--- config.mk ---
export PLATFORM = sky130hd
export DESIGN_NAME = rsfc_isqrt
export DESIGN_NICKNAME = d
export VERILOG_FILES = /design/src/rtl/core/rsfc_pkg.sv /design/src/rtl/core/rsfc_isqrt.sv
export SDC_FILE = /design/constraint.sdc
export NUM_CORES = 2
export LEC_CHECK = 0
export BUFFER_PORTS_ARGS = -buffer_cell sky130_fd_sc_hd__buf_2
export CAP_MARGIN = 10
export CORE_AREA = 2 2 470 472
export DETAILED_ROUTE_END_ITERATION = 8
export DIE_AREA = 0 0 472 474
export MAX_ROUTING_LAYER = met4
export PLACE_DENSITY = 0.76
export RECOVER_POWER = 50
export SETUP_SLACK_MARGIN = 0.5
export SYNTH_ARGS = -nofsm -noshare
export SYNTH_HDL_FRONTEND = slang
export SYNTH_SLANG_ARGS = --single-unit
--- constraint.sdc ---
create_clock -name clk -period 3.9 [get_ports clk]
set_clock_uncertainty 0.15 [all_clocks]
set_input_delay 0.78 -clock clk [delete_from_list [all_inputs] [get_ports clk]]
set_output_delay 0.78 -clock clk [all_outputs]
set_load 0.01 [all_outputs]
--- src/rtl/core/rsfc_pkg.sv ---
// shared constants for the ray sphere far clip core
package rsfc_pkg;

  localparam int NUM_AXES = 3;
  localparam int SQRT_RADIX_BITS = 2;

  typedef logic hit_t;

endpackage

--- src/rtl/core/rsfc_isqrt.sv ---
// pipelined integer square root, one root bit per stage, with a carried payload
module rsfc_isqrt #(
  parameter int W   = 60,
  parameter int PLW = 8
) (
  input  logic               clk,
  input  logic               rst_n,
  input  logic               en,
  input  logic               in_valid,
  input  logic [W-1:0]       in_rad,
  input  logic [PLW-1:0]     in_pl,
  output logic               out_valid,
  output logic [W/2-1:0]     out_root,
  output logic [PLW-1:0]     out_pl
);

  localparam int Q = W / rsfc_pkg::SQRT_RADIX_BITS;

  logic           v_r    [Q];
  logic [Q+1:0]   rem_r  [Q];
  logic [Q-1:0]   root_r [Q];
  logic [W-1:0]   rad_r  [Q];
  logic [PLW-1:0] pl_r   [Q];

  genvar k;
  generate
    for (k = 0; k < Q; k++) begin : g_stage
      logic           v_in;
      logic [Q+1:0]   rem_in;
      logic [Q-1:0]   root_in;
      logic [W-1:0]   rad_in;
      logic [PLW-1:0] pl_in;
      logic [Q+1:0]   cur;
      logic [Q+1:0]   trial;
      logic           ge;

      if (k == 0) begin : g_first
        assign v_in    = in_valid;
        assign rem_in  = '0;
        assign root_in = '0;
        assign rad_in  = in_rad;
        assign pl_in   = in_pl;
      end else begin : g_next
        assign v_in    = v_r[k-1];
        assign rem_in  = rem_r[k-1];
        assign root_in = root_r[k-1];
        assign rad_in  = rad_r[k-1];
        assign pl_in   = pl_r[k-1];
      end

      assign cur   = {rem_in[Q-1:0], rad_in[W-1:W-2]};
      assign trial = {root_in, 2'b01};
      assign ge    = (cur >= trial);

      always_ff @(posedge clk) begin
        if (!rst_n) begin
          v_r[k] <= 1'b0;
        end else if (en) begin
          v_r[k] <= v_in;
        end
      end

      always_ff @(posedge clk) begin
        if (en) begin
          rem_r[k]  <= ge ? (cur - trial) : cur;
          root_r[k] <= {root_in[Q-2:0], ge};
          rad_r[k]  <= {rad_in[W-3:0], 2'b00};
          pl_r[k]   <= pl_in;
        end
      end
    end
  endgenerate

  assign out_valid = v_r[Q-1];
  assign out_root  = root_r[Q-1];
  assign out_pl    = pl_r[Q-1];

endmodule

# Word level (Yosys, flattened, before mapping)
# Memory sizes are Yosys's and may differ from the RTL's.
# Index checks and enable logic that the tools add are counted.
dict set report totals {
  regBits 0
  ram_bits 3870
  inputBits 72
  output_inout_bits 39
  wordCells 160
  n_memories 5
}
dict set report classes {
  n_addsub 30
  magnitude_cmp 30
  muxes 65
  n_bitwise 30
}
# name words word_bits rd rd_ports_with_merged_regs wr line_no
set mem_list {}
lappend mem_list {rad_r 30 58 29 0 30 rsfc_isqrt.sv:22} ;# logic [W-1:0] rad_r [Q];
lappend mem_list {rem_r 30 32 29 0 30 rsfc_isqrt.sv:20} ;# logic [Q+1:0] rem_r [Q];
lappend mem_list {root_r 30 30 30 0 30 rsfc_isqrt.sv:21} ;# logic [Q-1:0] root_r [Q];
lappend mem_list {pl_r 30 8 30 0 30 rsfc_isqrt.sv:23} ;# logic [PLW-1:0] pl_r [Q];
lappend mem_list {v_r 30 1 30 0 30 rsfc_isqrt.sv:19} ;# logic v_r [Q];
# operator n
set op_table {}
lappend op_table {{$mux W32} 30}
lappend op_table {{$ge A32 B32 Y1} 29}
lappend op_table {{$sub A32 B32 Y32} 29}
lappend op_table {{$mux W1} 35}
lappend op_table {{$or A1 B1 Y1} 30}
lappend op_table {{$sub A2 B1 Y3 const B} 1}
lappend op_table {{$ge A2 B1 Y1 const B} 1}

# Longest topological paths before layout
dict set report logic_depth {
  ltp_word 4
  mapped_depth 14
  ltp_nobuf 12
}

# Least setup slack after synthesis
# OpenSTA, ideal clock, no wires.
dict set report synth_timing {
  path_type {flip-flop to flip-flop}
  from {mem rem_r[1][32] (netlist bit)}
  to {mem rem_r[1][67] (netlist bit) (data pin)}
  setup_time_ps 260
  t_arrival_ps 2864
  required_ps 3490
  path_slack_ps 626
  stages_incl_launch_ff 12
  n_path_buf 2
  period_less_slack_ps 3274
  path_cell_list {edfxtp_1 ha_1 nor2b_1 o21ai_0 a21boi_0 o41ai_1 a21oi_1 o41ai_1 and3_1 clkbuf_1 buf_2 mux2_2}
}
# item line_no
set synth_lines {}
lappend synth_lines {{start, declared} rsfc_isqrt.sv:20}

==> reports/results.ini <==
[outcome]
status = finished, violations left
violations = capacitance limit, slew limit

[placement]
dp_hpwl_um = 149000
dp_worst_setup_slack_ps = 195
place.gp.congestion = 0.925
numPortBuffers = 110

[sta]
rsz0062_at_grt = yes
layout_worst_path_cycle_share_pct = 87.8
slew_headroom_pct = -78.0
fin_crit_ps = 3430
achievable-frequency_mhz = 292
number_of_endpoints_failing_setup_at_the_final_stage = 0
setup_slack_ps = 474
timing.final.max_slew_violations = 46
worstMarginPinSlew_ps = 2670
setup_total_negative_slack_ps = 0
finalHoldViolCount = 0

[logic_synthesis]
post-synth-top-area-fraction_pct = 67.1
yosysWarningCount = 0
post_synth_main_area_contributors = edfxtp_1 (67%), ha_1 (5.7%), xnor2_1 (2.8%)
synth-async-reset-ratio_pct = 0
syn-instance-count = 8040
syn_area_um2 = 109000
synth_top_cell_by_area = edfxtp_1
synth.distinct_cells = 95
ys_top_cells_by_count = edfxtp_1 (2432), inv_1 (636), a21oi_1 (510)
postSynth.topFlopCell = edfxtp_1
synth_enable_flop_cells = 2432
ys_ff_latch = 2433
synthesis.nets = 8609
seq_area_frac_synth_pct = 67.1
most_frequently_used_cell_type_in_the_post_synthesis_netlist = edfxtp_1
synthesis.area_per_instance_um2 = 13.5

[cts]
h_tree_levels = 4
worst_setup_hold_path_clk_slew_ps = 60
clk-insertion-delay-late_ps = 880
sinks_on_the_clock_net = 2433
clock_path_buffers = 3
cts_tree = yes
root_buffer = clkbuf_16
cts-buffers-inserted = 240

[floorplanning]
initial_utilization_pct = 49.8
ioPinCount = 111
fp-row-count = 172
dieHeight_um = 474
design.core.area_um2 = 219000
floorplan.die_area_um2 = 224000
die_w_um = 472

[setup_path]
setup.worst_path.start = en
ff2ff_setup_slack_ps = 550
worst_r2r_startpoint = root_r[1][63]
startpoint_type = input port
critical_path_class = in2reg
crit_fanout = 60
critPathCaptureType = flop
worst-endpoint-required_ps = 4250
cp_data_arrival_time_ps = 3780

[cells_and_area]
nets = 9085
antennaDiodeCount = 0
final_layout_size_suffix_gt1_share_pct = 11.3
syn_to_final_growth_pct = 14.1

[power_and_ir_drop]
vdd_ir_drop_max_v = 0.000534
power_density_nw_per_um2 = 586
post-layout-total-power_uw = 72900
p_leak_uw = 0.0475

[detailed_routing]
num_vias = 63991
wire_per_inst_um = 18.7
avgViaCountPerCell = 5.52
remaining_drc_errors = 0
drtAntennaViolNets = 0
dr.pass1.iters = 5
drt-total-wl_um = 217000
number_of_violations_reported_at_the_end_of_detailed_routing_iteration_0 = 5242

[grt]
grt_first_pass_wirelength_um = 339000
first_global_vias = 63583
pin_count_of_the_biggest_net_entering_global_routing = 129
antenna_found_initial = 1
grt.overflow.total = 0
grt_use_total_pct = 19.4

[flow_run]
max_cap_viols = 1

[worst_hold_path]
min_path_type = reg2reg
hold_path.startpoint = rad_r[1][402]

## path summary, 6_finish.rpt
path                                      end  depth (start not counted)
worst max-delay path            rad_r[0][631]                          3
worst min-delay path            rad_r[1][462]                          0
worst max register to register  rem_r[1][111]                         10
worst min register to register  rad_r[1][462]                          0
## flip-flops by register name, indices dropped and copies added, names as in the netlist
name    flops
v_r        30
pl_r      240
rad_r     870
root_r    465
rem_r     828
## stage by stage
| step | hold slack [ps] | cells | area, um^2 | util [%] |
|---|---|---|---|---|
| after floorplan | 250 | 8040 | 109000 | - |
| after global placement | 250 | 11009 | 114000 | 52.1 |
| after detailed placement | 255 | 11009 | 114000 | 52.1 |
| after CTS | 111 | 11540 | 123000 | 56.3 |
| after global routing | 200 | 11595 | 124000 | 56.8 |
| final | 184 | 11595 | 124000 | 56.8 |
## cell type report
class	count	area, um^2
clock buffer	277	6190
fill	16971	94400
timing repair buffer	385	3210
multi-input combinational	4820	34000
tap	2871	3590
inverter	636	2390
sequential	2433	73100
clock inverter	173	1880
## cell usage in the layout, fill, tap and decap left out, types with 164 or more instances in the layout
cell / netlist / routed
a21o_1: 230 / 230
edfxtp_1: 2432 / 2432
nor2_1: 486 / 485
nor3_1: 176 / 164
xor2_1: 339 / 339
clkbuf_16: 0 / 245
xnor2_1: 343 / 343
nand2_1: 508 / 506
inv_1: 636 / 632
a21oi_1: 510 / 495
ha_1: 497 / 469
o21ai_0: 366 / 345
## per-layer routing
layer / GRT usage, % / vias up / wire length [um]
met2: 33.2 / 1586 / 111000
met3: 2.72 / 450 / 9280
met4: 7.10 / 0 / 7410
met5: - / - / 0
met1: 23.5 / 31100 / 89200
li1: - / 30855 / -
## report_power, final
group	switching, uW	internal [uW]
logic	8250	6320
clock network	9900	13400
registers	2120	32900
total	20300	52600
## critical path, stage by stage
cell and delay (ps):
clkbuf_2 1790, buf_12 300, clkbuf_2 830
## kinds of logic (layout without fill, tap and decap cells)
group	Yosys count	count (layout)	synth area share (%)
AO/OA/AOI/OAI	1570	1573	8.95
XOR/XNOR	683	683	5.50
adder cells (fa/ha/maj)	497	497	5.71
buffers and inverters	791	1471	2.76
flip-flops	2433	2433	67.1
multiplexers	101	101	1.03
other	1	1	0.00344
AND/OR/NAND/NOR	1964	1965	8.96
## repair_timing
action	CTS	global route
endpoints found under the hold margin	70	0
buffers inserted	10	49
hold buffers	70	0
pin swaps	6	42
endpoints found under the setup margin	165	403
gates resized for setup	51	169
cloned	1	6
Note: power is estimated with default switching activity, not from simulation.
